[src/hdl/sga_pkg.sv]
// ----------------------------------------------------------------------------
// sga_pkg
// Shared types and constants of the sorted group aggregator: request and
// response payloads, configuration bundle, push control and register indexes.
// ----------------------------------------------------------------------------
`default_nettype none

package sga_pkg;

   // default parameter values
   localparam int DEF_MAX_VALUE_BYTES = 8;
   localparam int DEF_KEY_WIDTH       = 64;

   // fixed field widths
   localparam int KEY_BITS   = 64;
   localparam int VALUE_BITS = 64;
   localparam int COUNT_BITS = 32;
   localparam int BYTES_BITS = 4;

   // configuration port
   localparam int CSR_INDEX_BITS = 1;
   localparam int CSR_DATA_BITS  = 4;
   localparam logic [CSR_INDEX_BITS-1:0] CSR_VALUE_SIGNED = 1'b0;
   localparam logic [CSR_INDEX_BITS-1:0] CSR_VALUE_BYTES  = 1'b1;
   localparam logic [BYTES_BITS-1:0]     RESET_VALUE_BYTES = 4'd4;

   // result queue depth, room for two pushes behind a stalled head
   localparam int RSP_DEPTH     = 4;
   localparam int RSP_PTR_BITS  = 2;
   localparam int RSP_CNT_BITS  = 3;

   typedef struct packed {
      logic [KEY_BITS-1:0]   group_key;
      logic [VALUE_BITS-1:0] value;
      logic                  end_of_input;
   } req_type;

   typedef struct packed {
      logic [KEY_BITS-1:0]   result_key;
      logic [COUNT_BITS-1:0] record_count;
      logic [VALUE_BITS-1:0] value_sum;
      logic [VALUE_BITS-1:0] value_min;
      logic [VALUE_BITS-1:0] value_max;
      logic                  final_group;
   } rsp_type;

   typedef struct packed {
      logic                  value_signed;
      logic [BYTES_BITS-1:0] value_bytes;
   } cfg_type;

   // push_second is only set together with push_first
   typedef struct packed {
      logic push_first;
      logic push_second;
   } push_ctl_type;

endpackage

`default_nettype wire

[src/hdl/sorted_group_aggregator.sv]
// ----------------------------------------------------------------------------
// sorted_group_aggregator
// Streaming group-by over a key-sorted record stream with count, sum, min
// and max per group and a configurable value width and signedness.
// A closed group's result goes from the input register into the 4-entry result queue.
// Throughput: one record per cycle while the queue has room for two; a record
// closing two groups queues two results, drained one per cycle under rsp_ready.
// Reset (synchronous): no group open, queue empty, value_signed 0,
// value_bytes 4.
// ----------------------------------------------------------------------------
`default_nettype none

module sorted_group_aggregator #(
   parameter int MAX_VALUE_BYTES = sga_pkg::DEF_MAX_VALUE_BYTES,
   parameter int KEY_WIDTH       = sga_pkg::DEF_KEY_WIDTH
) (
   input  wire                                 clock,
   input  wire                                 reset,
   input  wire                                 req_valid,
   output logic                                req_ready,
   input  sga_pkg::req_type                    req_data,
   output logic                                rsp_valid,
   input  wire                                 rsp_ready,
   output sga_pkg::rsp_type                    rsp_data,
   input  wire                                 csr_write_en,
   input  wire [sga_pkg::CSR_INDEX_BITS-1:0]   csr_index,
   input  wire [sga_pkg::CSR_DATA_BITS-1:0]    csr_wdata
);

   sga_pkg::cfg_type      cfg_ff;
   sga_pkg::cfg_type      cfg_in;
   logic                  item_valid;
   sga_pkg::req_type      item_data;
   logic                  item_take;
   logic                  room;
   sga_pkg::push_ctl_type push_ctl;
   sga_pkg::rsp_type      rsp_first;
   sga_pkg::rsp_type      rsp_second;

   // configuration register writes
   always_comb begin
      cfg_in = cfg_ff;
      if (csr_write_en) begin
         case (csr_index)
            sga_pkg::CSR_VALUE_SIGNED: cfg_in.value_signed = csr_wdata[0];
            sga_pkg::CSR_VALUE_BYTES:  cfg_in.value_bytes  = csr_wdata;
            default:                   cfg_in = cfg_ff;
         endcase
      end
   end

   always_ff @(posedge clock) begin
      if (reset) begin
         cfg_ff.value_signed <= 1'b0;
         cfg_ff.value_bytes  <= sga_pkg::RESET_VALUE_BYTES;
      end else begin
         cfg_ff <= cfg_in;
      end
   end

   // input register
   sga_in_stage u_in_stage (
      .clock      (clock),
      .reset      (reset),
      .req_valid  (req_valid),
      .req_ready  (req_ready),
      .req_data   (req_data),
      .item_valid (item_valid),
      .item_data  (item_data),
      .item_take  (item_take)
   );

   // group state and update
   sga_group_core #(
      .MAX_VALUE_BYTES (MAX_VALUE_BYTES),
      .KEY_WIDTH       (KEY_WIDTH)
   ) u_group_core (
      .clock      (clock),
      .reset      (reset),
      .cfg        (cfg_ff),
      .item_valid (item_valid),
      .item_data  (item_data),
      .room       (room),
      .item_take  (item_take),
      .push_ctl   (push_ctl),
      .rsp_first  (rsp_first),
      .rsp_second (rsp_second)
   );

   // result queue
   sga_rsp_fifo u_rsp_fifo (
      .clock      (clock),
      .reset      (reset),
      .push_ctl   (push_ctl),
      .rsp_first  (rsp_first),
      .rsp_second (rsp_second),
      .room       (room),
      .rsp_valid  (rsp_valid),
      .rsp_ready  (rsp_ready),
      .rsp_data   (rsp_data)
   );

endmodule

`default_nettype wire

[src/hdl/sga_in_stage.sv]
// ----------------------------------------------------------------------------
// sga_in_stage
// Input register of the aggregator. Holds one request and takes the next in
// the same cycle that the held one is consumed.
// ----------------------------------------------------------------------------
`default_nettype none

module sga_in_stage (
   input  wire             clock,
   input  wire             reset,
   input  wire             req_valid,
   output logic            req_ready,
   input  sga_pkg::req_type req_data,
   output logic            item_valid,
   output sga_pkg::req_type item_data,
   input  wire             item_take
);

   logic             valid_ff;
   logic             valid_in;
   sga_pkg::req_type data_ff;

   // ready when empty or when the held item leaves this cycle
   assign req_ready  = !valid_ff || item_take;
   assign item_valid = valid_ff;
   assign item_data  = data_ff;

   always_comb begin
      valid_in = valid_ff;
      if (req_valid && req_ready) begin
         valid_in = 1'b1;
      end else if (item_take) begin
         valid_in = 1'b0;
      end
   end

   // control
   always_ff @(posedge clock) begin
      if (reset) begin
         valid_ff <= 1'b0;
      end else begin
         valid_ff <= valid_in;
      end
   end

   // payload
   always_ff @(posedge clock) begin
      if (req_valid && req_ready) begin
         data_ff <= req_data;
      end
   end

endmodule

`default_nettype wire

[src/hdl/sga_group_core.sv]
// ----------------------------------------------------------------------------
// sga_group_core
// Running group state and the per-record update: key compare, count, wrapping
// sum and width-aware min and max. Produces up to two results per record.
// ----------------------------------------------------------------------------
`default_nettype none

module sga_group_core #(
   parameter int MAX_VALUE_BYTES = sga_pkg::DEF_MAX_VALUE_BYTES,
   parameter int KEY_WIDTH       = sga_pkg::DEF_KEY_WIDTH
) (
   input  wire                   clock,
   input  wire                   reset,
   input  sga_pkg::cfg_type      cfg,
   input  wire                   item_valid,
   input  sga_pkg::req_type      item_data,
   input  wire                   room,
   output logic                  item_take,
   output sga_pkg::push_ctl_type push_ctl,
   output sga_pkg::rsp_type      rsp_first,
   output sga_pkg::rsp_type      rsp_second
);

   localparam int VALUE_W = 8 * MAX_VALUE_BYTES;

   logic                           open_ff;
   logic                           open_in;
   logic [KEY_WIDTH-1:0]           key_ff;
   logic [KEY_WIDTH-1:0]           key_in;
   logic [sga_pkg::COUNT_BITS-1:0] count_ff;
   logic [sga_pkg::COUNT_BITS-1:0] count_in;
   logic [sga_pkg::VALUE_BITS-1:0] sum_ff;
   logic [sga_pkg::VALUE_BITS-1:0] sum_in;
   logic [VALUE_W-1:0]             min_ff;
   logic [VALUE_W-1:0]             min_in;
   logic [VALUE_W-1:0]             max_ff;
   logic [VALUE_W-1:0]             max_in;

   logic [sga_pkg::BYTES_BITS-1:0] eff_bytes;
   logic [sga_pkg::VALUE_BITS-1:0] width_mask;
   logic [sga_pkg::VALUE_BITS-1:0] sign_mask;
   logic [sga_pkg::VALUE_BITS-1:0] bias;
   logic [sga_pkg::VALUE_BITS-1:0] val_m;
   logic [sga_pkg::VALUE_BITS-1:0] val_ext;
   logic [sga_pkg::VALUE_BITS-1:0] min_old;
   logic [sga_pkg::VALUE_BITS-1:0] max_old;
   logic [KEY_WIDTH-1:0]           rec_key;
   logic                           key_change;
   logic                           emit_prev;
   logic                           fresh;
   logic                           eoi;
   sga_pkg::rsp_type               prev_rsp;
   sga_pkg::rsp_type               final_rsp;

   // a < b after masking and biasing the sign bit
   function automatic logic less_than(
      input logic [sga_pkg::VALUE_BITS-1:0] a,
      input logic [sga_pkg::VALUE_BITS-1:0] b,
      input logic [sga_pkg::VALUE_BITS-1:0] mask,
      input logic [sga_pkg::VALUE_BITS-1:0] bs
   );
      return ((a & mask) ^ bs) < ((b & mask) ^ bs);
   endfunction

   // clamp configured width to 1..MAX_VALUE_BYTES
   always_comb begin
      eff_bytes = cfg.value_bytes;
      if (eff_bytes == '0) begin
         eff_bytes = sga_pkg::BYTES_BITS'(1);
      end
      if (eff_bytes > sga_pkg::BYTES_BITS'(MAX_VALUE_BYTES)) begin
         eff_bytes = sga_pkg::BYTES_BITS'(MAX_VALUE_BYTES);
      end
   end

   // byte masks for the value width and its sign bit
   always_comb begin
      for (int i = 0; i < 8; i++) begin
         width_mask[8*i +: 8] = (sga_pkg::BYTES_BITS'(i) < eff_bytes) ? 8'hff : 8'h00;
         sign_mask[8*i +: 8]  = (sga_pkg::BYTES_BITS'(i + 1) == eff_bytes) ? 8'h80 : 8'h00;
      end
   end

   // record operands
   assign bias      = cfg.value_signed ? sign_mask : '0;
   assign val_m     = item_data.value & width_mask;
   assign val_ext   = (cfg.value_signed && ((val_m & sign_mask) != '0)) ?
                      (val_m | ~width_mask) : val_m;
   assign rec_key   = item_data.group_key[KEY_WIDTH-1:0];
   assign eoi       = item_data.end_of_input;
   assign min_old   = sga_pkg::VALUE_BITS'(min_ff);
   assign max_old   = sga_pkg::VALUE_BITS'(max_ff);
   assign key_change = (rec_key != key_ff);
   assign emit_prev = open_ff && key_change;
   assign fresh     = !open_ff || key_change;

   // group update
   always_comb begin
      if (fresh) begin
         count_in = sga_pkg::COUNT_BITS'(1);
         sum_in   = val_ext;
         min_in   = val_m[VALUE_W-1:0];
         max_in   = val_m[VALUE_W-1:0];
      end else begin
         count_in = count_ff + sga_pkg::COUNT_BITS'(1);
         sum_in   = sum_ff + val_ext;
         min_in   = less_than(val_m, min_old, width_mask, bias) ?
                    val_m[VALUE_W-1:0] : min_ff;
         max_in   = less_than(max_old, val_m, width_mask, bias) ?
                    val_m[VALUE_W-1:0] : max_ff;
      end
      key_in  = rec_key;
      open_in = !eoi;
   end

   // result of the group closed by a key change
   always_comb begin
      prev_rsp.result_key   = sga_pkg::KEY_BITS'(key_ff);
      prev_rsp.record_count = count_ff;
      prev_rsp.value_sum    = sum_ff;
      prev_rsp.value_min    = min_old & width_mask;
      prev_rsp.value_max    = max_old & width_mask;
      prev_rsp.final_group  = 1'b0;
   end

   // result of the group closed by end of input
   always_comb begin
      final_rsp.result_key   = sga_pkg::KEY_BITS'(rec_key);
      final_rsp.record_count = count_in;
      final_rsp.value_sum    = sum_in;
      final_rsp.value_min    = sga_pkg::VALUE_BITS'(min_in) & width_mask;
      final_rsp.value_max    = sga_pkg::VALUE_BITS'(max_in) & width_mask;
      final_rsp.final_group  = 1'b1;
   end

   // push control toward the result queue
   assign item_take            = item_valid && room;
   assign push_ctl.push_first  = item_take && (emit_prev || eoi);
   assign push_ctl.push_second = item_take && emit_prev && eoi;
   assign rsp_first            = emit_prev ? prev_rsp : final_rsp;
   assign rsp_second           = final_rsp;

   // control
   always_ff @(posedge clock) begin
      if (reset) begin
         open_ff <= 1'b0;
      end else if (item_take) begin
         open_ff <= open_in;
      end
   end

   // running totals
   always_ff @(posedge clock) begin
      if (item_take) begin
         key_ff   <= key_in;
         count_ff <= count_in;
         sum_ff   <= sum_in;
         min_ff   <= min_in;
         max_ff   <= max_in;
      end
   end

endmodule

`default_nettype wire

[src/hdl/sga_rsp_fifo.sv]
// ----------------------------------------------------------------------------
// sga_rsp_fifo
// Small result queue. Takes up to two results per cycle in order and hands
// them out one per transfer; reports room for a two-result push.
// ----------------------------------------------------------------------------
`default_nettype none

module sga_rsp_fifo (
   input  wire                   clock,
   input  wire                   reset,
   input  sga_pkg::push_ctl_type push_ctl,
   input  sga_pkg::rsp_type      rsp_first,
   input  sga_pkg::rsp_type      rsp_second,
   output logic                  room,
   output logic                  rsp_valid,
   input  wire                   rsp_ready,
   output sga_pkg::rsp_type      rsp_data
);

   sga_pkg::rsp_type                 entry_ff [sga_pkg::RSP_DEPTH];
   logic [sga_pkg::RSP_PTR_BITS-1:0] wr_ptr_ff;
   logic [sga_pkg::RSP_PTR_BITS-1:0] wr_ptr_in;
   logic [sga_pkg::RSP_PTR_BITS-1:0] wr_next;
   logic [sga_pkg::RSP_PTR_BITS-1:0] rd_ptr_ff;
   logic [sga_pkg::RSP_PTR_BITS-1:0] rd_ptr_in;
   logic [sga_pkg::RSP_CNT_BITS-1:0] count_ff;
   logic [sga_pkg::RSP_CNT_BITS-1:0] count_in;
   logic [sga_pkg::RSP_CNT_BITS-1:0] push_num;
   logic                             pop;

   assign rsp_valid = (count_ff != '0);
   assign rsp_data  = entry_ff[rd_ptr_ff];
   assign pop       = rsp_valid && rsp_ready;

   // room for two entries after this cycle's transfer
   assign room = (count_ff <= sga_pkg::RSP_CNT_BITS'(sga_pkg::RSP_DEPTH - 2)) ||
                 ((count_ff == sga_pkg::RSP_CNT_BITS'(sga_pkg::RSP_DEPTH - 1)) && pop);

   // pointer and fill count update
   always_comb begin
      push_num  = sga_pkg::RSP_CNT_BITS'(push_ctl.push_first) +
                  sga_pkg::RSP_CNT_BITS'(push_ctl.push_second);
      wr_next   = wr_ptr_ff + sga_pkg::RSP_PTR_BITS'(1);
      wr_ptr_in = wr_ptr_ff + push_num[sga_pkg::RSP_PTR_BITS-1:0];
      rd_ptr_in = pop ? rd_ptr_ff + sga_pkg::RSP_PTR_BITS'(1) : rd_ptr_ff;
      count_in  = count_ff + push_num - sga_pkg::RSP_CNT_BITS'(pop);
   end

   // control
   always_ff @(posedge clock) begin
      if (reset) begin
         wr_ptr_ff <= '0;
         rd_ptr_ff <= '0;
         count_ff  <= '0;
      end else begin
         wr_ptr_ff <= wr_ptr_in;
         rd_ptr_ff <= rd_ptr_in;
         count_ff  <= count_in;
      end
   end

   // entry storage
   always_ff @(posedge clock) begin
      if (push_ctl.push_first) begin
         entry_ff[wr_ptr_ff] <= rsp_first;
      end
      if (push_ctl.push_second) begin
         entry_ff[wr_next] <= rsp_second;
      end
   end

endmodule

`default_nettype wire

[config.mk]
export PLATFORM = sky130hd
export DESIGN_NAME = sorted_group_aggregator
export DESIGN_NICKNAME = d
export VERILOG_FILES = /design/src/hdl/sga_pkg.sv /design/src/hdl/sorted_group_aggregator.sv /design/src/hdl/sga_in_stage.sv /design/src/hdl/sga_group_core.sv /design/src/hdl/sga_rsp_fifo.sv
export SDC_FILE = /design/constraint.sdc
export NUM_CORES = 2
export LEC_CHECK = 0
export ABC_AREA = 1
export BUFFER_PORTS_ARGS = -buffer_cell sky130_fd_sc_hd__buf_2
export CORE_AREA = 2 2 446 448
export CTS_CLUSTER_DIAMETER = 30
export DETAILED_ROUTE_END_ITERATION = 12
export DIE_AREA = 0 0 448 450
export HOLD_SLACK_MARGIN = 0.02
export PLACE_DENSITY = 0.7
export SLEW_MARGIN = 20
export SYNTH_ARGS = -nofsm -noshare
export SYNTH_HDL_FRONTEND = slang
export SYNTH_HIERARCHICAL = 1
export SYNTH_SLANG_ARGS = --single-unit
export TNS_END_PERCENT = 30
[constraint.sdc]
create_clock -name clock -period 65.7 [get_ports clock]
set_input_delay 9.855 -clock clock [delete_from_list [all_inputs] [get_ports clock]]
set_output_delay 9.855 -clock clock [all_outputs]
set_load 0.05 [all_outputs]
# Word-level counts from Yosys, hierarchy flattened
# Memory sizes are Yosys's and may differ from the RTL's. A register that Yosys moved wholly into a read port is not among the register bits.
# Index checks and enable logic that the tools add are counted.
[totals] regBits=431 ramBits=1156 output_inout_bits=291 mem_count=1
[memory_table] memory="u_rsp_fifo.entry_ff" words=4 word_bits=289 read_ports=1 rd_clocked_by_memory_dff=1 write_ports=2 line_no="sga_rsp_fifo.sv:20" source="sga_pkg::rsp_type entry_ff [sga_pkg::RSP_DEPTH];"
[op_classes] addsub=8 order_cmp=12 eq_ne=10 n_mux=35 n_bitwise=13 n_reduce_logical=22
[op_table] cell="64-bit AND" count=7
[op_table] cell="64-bit two-way mux" count=7
[op_table] cell="289-bit two-way mux" count=1
[op_table] cell="64-bit XOR" count=3
[op_table] cell="64-bit < comparator" count=2
[op_table] cell="8-bit two-way mux" count=16
[op_table] cell="64-bit adder" count=1
[op_table] cell="64-bit inequality test" count=1
[op_table] cell="64-bit NOT" count=1
[op_table] cell="64-bit OR" count=1
[op_table] cell="64-bit nonzero test" count=1
[op_table] cell="32-bit by 1-bit adder with 32-bit output (second input constant)" count=1
[op_table] cell="32-bit two-way mux" count=1
[op_table] cell="3-bit by 4-bit equality test with 1-bit output (first input constant)" count=4
[op_table] cell="3-bit by 4-bit < comparator with 1-bit output (first input constant)" count=4
[op_table] cell="1-bit logical AND" count=9
[op_table] cell="2-bit by 4-bit equality test with 1-bit output (first input constant)" count=2
[op_table] cell="1-bit by 4-bit < comparator with 1-bit output (first input constant)" count=2
[op_table] cell="2-bit by 4-bit < comparator with 1-bit output (first input constant)" count=2
[op_table] cell="4-bit two-way mux" count=2
[op_table] cell="1-bit two-way mux" count=6
[op_table] cell="2-bit by 1-bit adder with 2-bit output (second input constant)" count=2
[op_table] cell="1-bit by 4-bit equality test with 1-bit output (first input constant)" count=1
[op_table] cell="4-bit equality test (first input constant)" count=1
[op_table] cell="other kinds (15)" count=22

# Logic depth before layout (Yosys ltp)
[depth] depth_word=14 ltp_mapped=33 mapped_depth_nobuf=31

# By module
# Netlist, hierarchy kept.
[modules_own_cells] mod="sga_rsp_fifo" instances=1 cells_each=5723 area_per_inst_um2=55415.6 seq_area_each_um2=34893.5
[modules_own_cells] mod="sga_group_core" instances=1 cells_each=4388 area_per_inst_um2=28518.6 seq_area_each_um2=8668.3
[modules_own_cells] mod="sga_in_stage" instances=1 cells_each=135 area_per_inst_um2=3921.3 seq_area_each_um2=3893.7
[modules_own_cells] mod="sorted_group_aggregator" instances=1 cells_each=26 area_per_inst_um2=190.2 seq_area_each_um2=100.1

# Least setup slack after synthesis
# No wires, ideal clock.
[synth_timing] path_kind="input-to-reg" from="in rsp_ready" to="mem u_rsp_fifo/entry_ff[3][0] (netlist bit) (enable)" setup_ps=1362 arrival_ps=31495 required_time_ps=64338 path_slack_ps=32843 path_stages=8 path_buffers=0 path_cell_list="inv_1 > a31oi_1 > nand2_1 > nor2_1 > inv_1 > o21ai_0 > inv_1 > o31ai_1"
[synth_lines] item="from (decl)" line_no="sorted_group_aggregator.sv:23" source="input wire rsp_ready,"
[synth_lines] item="to (decl)" line_no="sga_rsp_fifo.sv:20"

# Final worst setup path
[layout_timing] from="in rsp_ready" to="out req_ready"
[layout_via] elab_chain_cells=5
[layout_lines] item="1-bit logical AND" line_no="sga_rsp_fifo.sv:33" source="assign pop = rsp_valid && rsp_ready;"
[layout_lines] item="1-bit logical AND" line_no="sga_rsp_fifo.sv:37" source="((count_ff == sga_pkg::RSP_CNT_BITS'(sga_pkg::RSP_DEPTH - 1)) && pop);"
[layout_lines] item="1-bit logical OR" line_no="sga_rsp_fifo.sv:36" source="assign room = (count_ff <= sga_pkg::RSP_CNT_BITS'(sga_pkg::RSP_DEPTH - 2)) ||"
[layout_lines] item="named net room" line_no="sorted_group_aggregator.sv:35" source="logic room;"
[layout_lines] item="1-bit logical AND" line_no="sga_group_core.sv:137" source="assign item_take = item_valid && room;"
[layout_lines] item="named net item_take" line_no="sorted_group_aggregator.sv:34" source="logic item_take;"
[layout_lines] item="1-bit logical OR" line_no="sga_in_stage.sv:24" source="assign req_ready = !valid_ff || item_take;"
[layout_lines] item="to (decl)" line_no="sorted_group_aggregator.sv:20" source="output logic req_ready,"
# The timed path passes the listed nets, and every way through them passes these cells.

==> reports/metrics.yaml <==
critical_path:
  crit_arrival_ns: 11.24
  crit_type: "input port to primary output"
  critical_path_required_ns: 55.85
  slowest_delay_ns: 0.41
  path_max_fanout: 67
  cp_cell_sequence: "buf_2, inv_1, a31oi_1, nand2_1, inv_8, inv_2, nand2_2, buf_2"
  cpMaxStageDelayCell: "inv_8"
  critical_path.reg2reg.startpoint: "cfg_ff[2]$_SDFFE_PP1P_"
  path_delay_family: "buffers and inverters"
  r2r-end: "u_rsp_fifo/entry_ff[1][75]$_DFFE_PP_"
  endpoint_kind: "primary output"
  crit_buf_inv: 5
  cp-start-kind: "input port"
  crit_path_frequent_cell: "buf_2"
  r2r_setup_slack_ns: 58.03
  reg2regPathDepth: 29
cts:
  cts_resized: 0
  clock-sinks: 1589
  clkSlewWorstSetupHoldPaths_ns: 0.04
  h-tree-depth: 5
  cts_tree: "built"
  clk_path_buf_depth: 4
  cts_root_buf: "clkbuf_16"
  cts-buffers-inserted: 377
  postCtsSetupBuffers: 0
  worst_skew_pair.late_latency_ns: 0.95
  cts_hold_buf: 0
synth:
  synth-main-ff-cell: "edfxtp_1"
  seq_area_frac_synth_pct: 54.0
  synth_edf_count: 1573
  synth_area_mm2: 0.0880
  synth_top_area_share_pct: 53.6
  yosysWarnings: 6
  synth.ff_latch_count: 1589
  synth_top_area_cell: "edfxtp_1"
  synthCells: 10300
  synthesis.nets: 10600
  postSynthAreaPerCell_um2: 8.57
  ys_types: 50
  ys_async_sr_fraction_pct: 0
  netlist_top_cells_area: "edfxtp_1 54%, nand2_1 12%, o21ai_0 9.2%, nor2_1 4.4%, inv_1 3.8%"
global_routing:
  grt_pass1_vias: 73900
  grt-ovfl-total: 0
  grt_pass1_wl_um: 443000
  grt_usage_pct: 28.8
  grt_antenna_before_repair: 14
  grt_max_degree: 229
power_and_ir_drop:
  combPwrFrac_pct: 27.0
  power_density_mw_per_mm2: 41.8
  p_switching_uw: 1550
  internal_power_uw: 2800
  vdd_drop_max_v: 0.0000300
  swShare_pct: 35.6
  seq_power_share_pct: 29.5
  p_leak_uw: 0.0430
  clkPwrFrac_pct: 43.5
min_path:
  min_path_type: "flip-flop to flip-flop"
  holdCritStartpoint: "u_rsp_fifo/rd_ptr_ff[0]$_SDFFE_PP0P_"
  min_path_cells: 2
flow_run:
  drv_cap: 0
floorplan:
  die_w_um: 448
  fp-row-count: 163
  core_mm2: 0.197
  initial_core_util_pct: 44.8
  die_h_um: 450
  num_io_pins: 430
  die_area_mm2: 0.202
sta:
  rsz0062_at_grt: "no"
  setup_viol: 0
  fmax_mhz: 47.4
  relSlewSlack_pct: 20.0
  finalMaxSlewViolations: 0
  fin_hold_ws_ns: 0.494
  finalCritPeriodShare_pct: 32.1
  skew_ns: 0.0857
  fin_setup_tns_ns: 0
  post-route-min-period_ns: 21.09
  worst_slew_pin_slew_ns: 1.20
  hold_violations: 0
place:
  hpwl_um: 186000
  place_congestion: 0.971
  port_buffers: 429
  placed_area_mm2: 0.0911
routing:
  first_pass_iters: 8
  via_per_inst: 5.71
  drtIter0Drc: 8929
  wl_per_cell_um: 22.3
  ant_nets: 0
  vias: 76700
  wl_um: 300000
  drc: 0
outcome:
  outcome: "complete, no violations"
cells_and_area:
  drive_gt1_share_pct: 10.9
  n_fill_cell: 17200
  multi_input_area_mm2: 0.0338
  syn_to_final_growth_pct: 18.1
  finish.utilization_pct: 52.9
  nets: 10800
  finalInstanceArea_mm2: 0.104
  final-seq-area_mm2: 0.0476
==> power by group through the flow <==
stage | registers, uW | clock network (uW) | logic [uW]
after CTS | 1280 | 1900 | 1170
after floorplan | 1310 | 0 | 809
after detailed placement | 1300 | 0 | 1160
after global routing | 1290 | 1950 | 1250
final | 1280 | 1890 | 1170
after global placement | 1290 | 0 | 1140
==> per-stage QoR <==
step,total power (uW),worst slack (ns),cells
finish,4340,44.61,13400
global route,4500,44.46,13400
CTS,4350,44.56,13400
detailed placement,2460,44.57,12700
global placement,2430,44.45,12700
floorplan,2120,32.84,10300
==> cells in the mapped netlist, types with 3 or more instances <==
| cell type | count |
|---|---|
| nand2_1 | 2713 |
| o21ai_0 | 1610 |
| edfxtp_1 | 1573 |
| nor2_1 | 1032 |
| inv_1 | 889 |
| buf_2 | 316 |
| nand3_1 | 314 |
| o22ai_1 | 307 |
| o21ai_1 | 270 |
| clkbuf_1 | 243 |
| ha_1 | 202 |
| a21oi_1 | 169 |
| nand4_1 | 152 |
| buf_4 | 97 |
| xnor2_1 | 69 |
| xor2_1 | 52 |
| and2_1 | 37 |
| buf_1 | 37 |
| nor3_1 | 31 |
| dfxtp_1 | 16 |
| o21a_1 | 16 |
| o21bai_1 | 16 |
| nand2_2 | 13 |
| inv_2 | 12 |
| a31oi_1 | 11 |
| a21o_1 | 10 |
| nand3b_1 | 7 |
| buf_6 | 6 |
| nor4_1 | 6 |
| or2_2 | 6 |
| nor2_2 | 5 |
| o211ai_1 | 4 |
| a21boi_0 | 3 |
| nand3_2 | 3 |
| o31ai_1 | 3 |
==> cell type report <==
| class | count | area share, % |
|---|---|---|
| flip-flops and latches | 1589 | 45.8 |
| well taps | 2640 | 3.18 |
| repair buffers | 529 | 2.91 |
| clock inverters | 242 | 2.93 |
| diodes | 19 | 0.0457 |
| multi-input cells | 7079 | 32.5 |
| inverters | 905 | 3.30 |
| clock buffers | 428 | 9.37 |
==> worst max-delay path by stage <==
stage               from                             endpoint  depth (start not counted)
3_5_place_dp   rsp_ready                            req_ready                          8
5_1_grt        rsp_ready                            req_ready                          8
2_1_floorplan  rsp_ready  u_rsp_fifo/entry_ff[3][0]$_DFFE_PP_                          8
6_report       rsp_ready                            req_ready                          8
3_3_place_gp   rsp_ready                            req_ready                          8
4_1_cts        rsp_ready                            req_ready                          8
==> state kept, by name, summed over array words and instances (netlist names), 3 cells and up, named ones only <==
name                   flops
cfg_ff                     5
u_group_core/count_ff     32
u_group_core/key_ff       64
u_group_core/max_ff       64
u_group_core/min_ff       64
u_group_core/sum_ff       64
u_in_stage/item_data     129
u_rsp_fifo/count_ff        3
u_rsp_fifo/entry_ff     1156
==> routing by layer <==
layer	vias up	wire [um]	GRT usage, %
met5	-	95	0
met4	14	20400	18.7
met3	808	30100	5.59
met2	4338	138000	46.3
met1	36100	111000	35.4
li1	35400	-	-
==> worst reg2reg max path, delay by kind of cell, from the launching register on <==
family / cells / cell delay [ns]
buf+inv: 7 / 2.19
compound gates: 1 / 0.10
fa+ha+maj: 1 / 0.30
simple gates: 20 / 4.36
flops: 1 / 0.42
==> cell families after synthesis <==
family          count (synthesis)  share of synthesized area [%]
compound gates               2425                           14.4
xor+xnor                      121                           1.20
fa+ha+maj                     204                           2.92
buf+inv                      1604                           7.76
flops                        1589                           54.0
other cells                     1                        0.00426
simple gates                 4328                           19.7
==> layout by cell type, fill, tap and decap left out, types with 5 or more instances in the layout <==
| cell type | instances |
|---|---|
| o21ai_0 | 1610 |
| bufinv_16 | 63 |
| inv_8 | 6 |
| nand2_2 | 13 |
| diode_2 | 19 |
| nand4_1 | 152 |
| or2_2 | 6 |
| ha_1 | 202 |
| inv_2 | 10 |
| o21bai_1 | 16 |
| o21a_1 | 16 |
| a31oi_1 | 11 |
| nand2_1 | 2709 |
| nor2_1 | 1032 |
| clkbuf_16 | 382 |
| clkinv_1 | 42 |
| o21ai_1 | 270 |
| clkbuf_1 | 45 |
| clkinv_2 | 50 |
| nor4_1 | 6 |
| dfxtp_1 | 13 |
| clkinv_4 | 22 |
| nor2_2 | 5 |
| xor2_1 | 52 |
| nor3_1 | 31 |
| buf_12 | 8 |
| buf_2 | 429 |
| o22ai_1 | 307 |
| nand3b_1 | 7 |
| clkinvlp_4 | 41 |
| a21oi_1 | 168 |
| buf_4 | 90 |
| a21o_1 | 10 |
| xnor2_1 | 69 |
| inv_1 | 888 |
| and2_1 | 37 |
| inv_6 | 22 |
| nand3_1 | 312 |
| edfxtp_1 | 1573 |
Power figures use the tool's default switching activity.
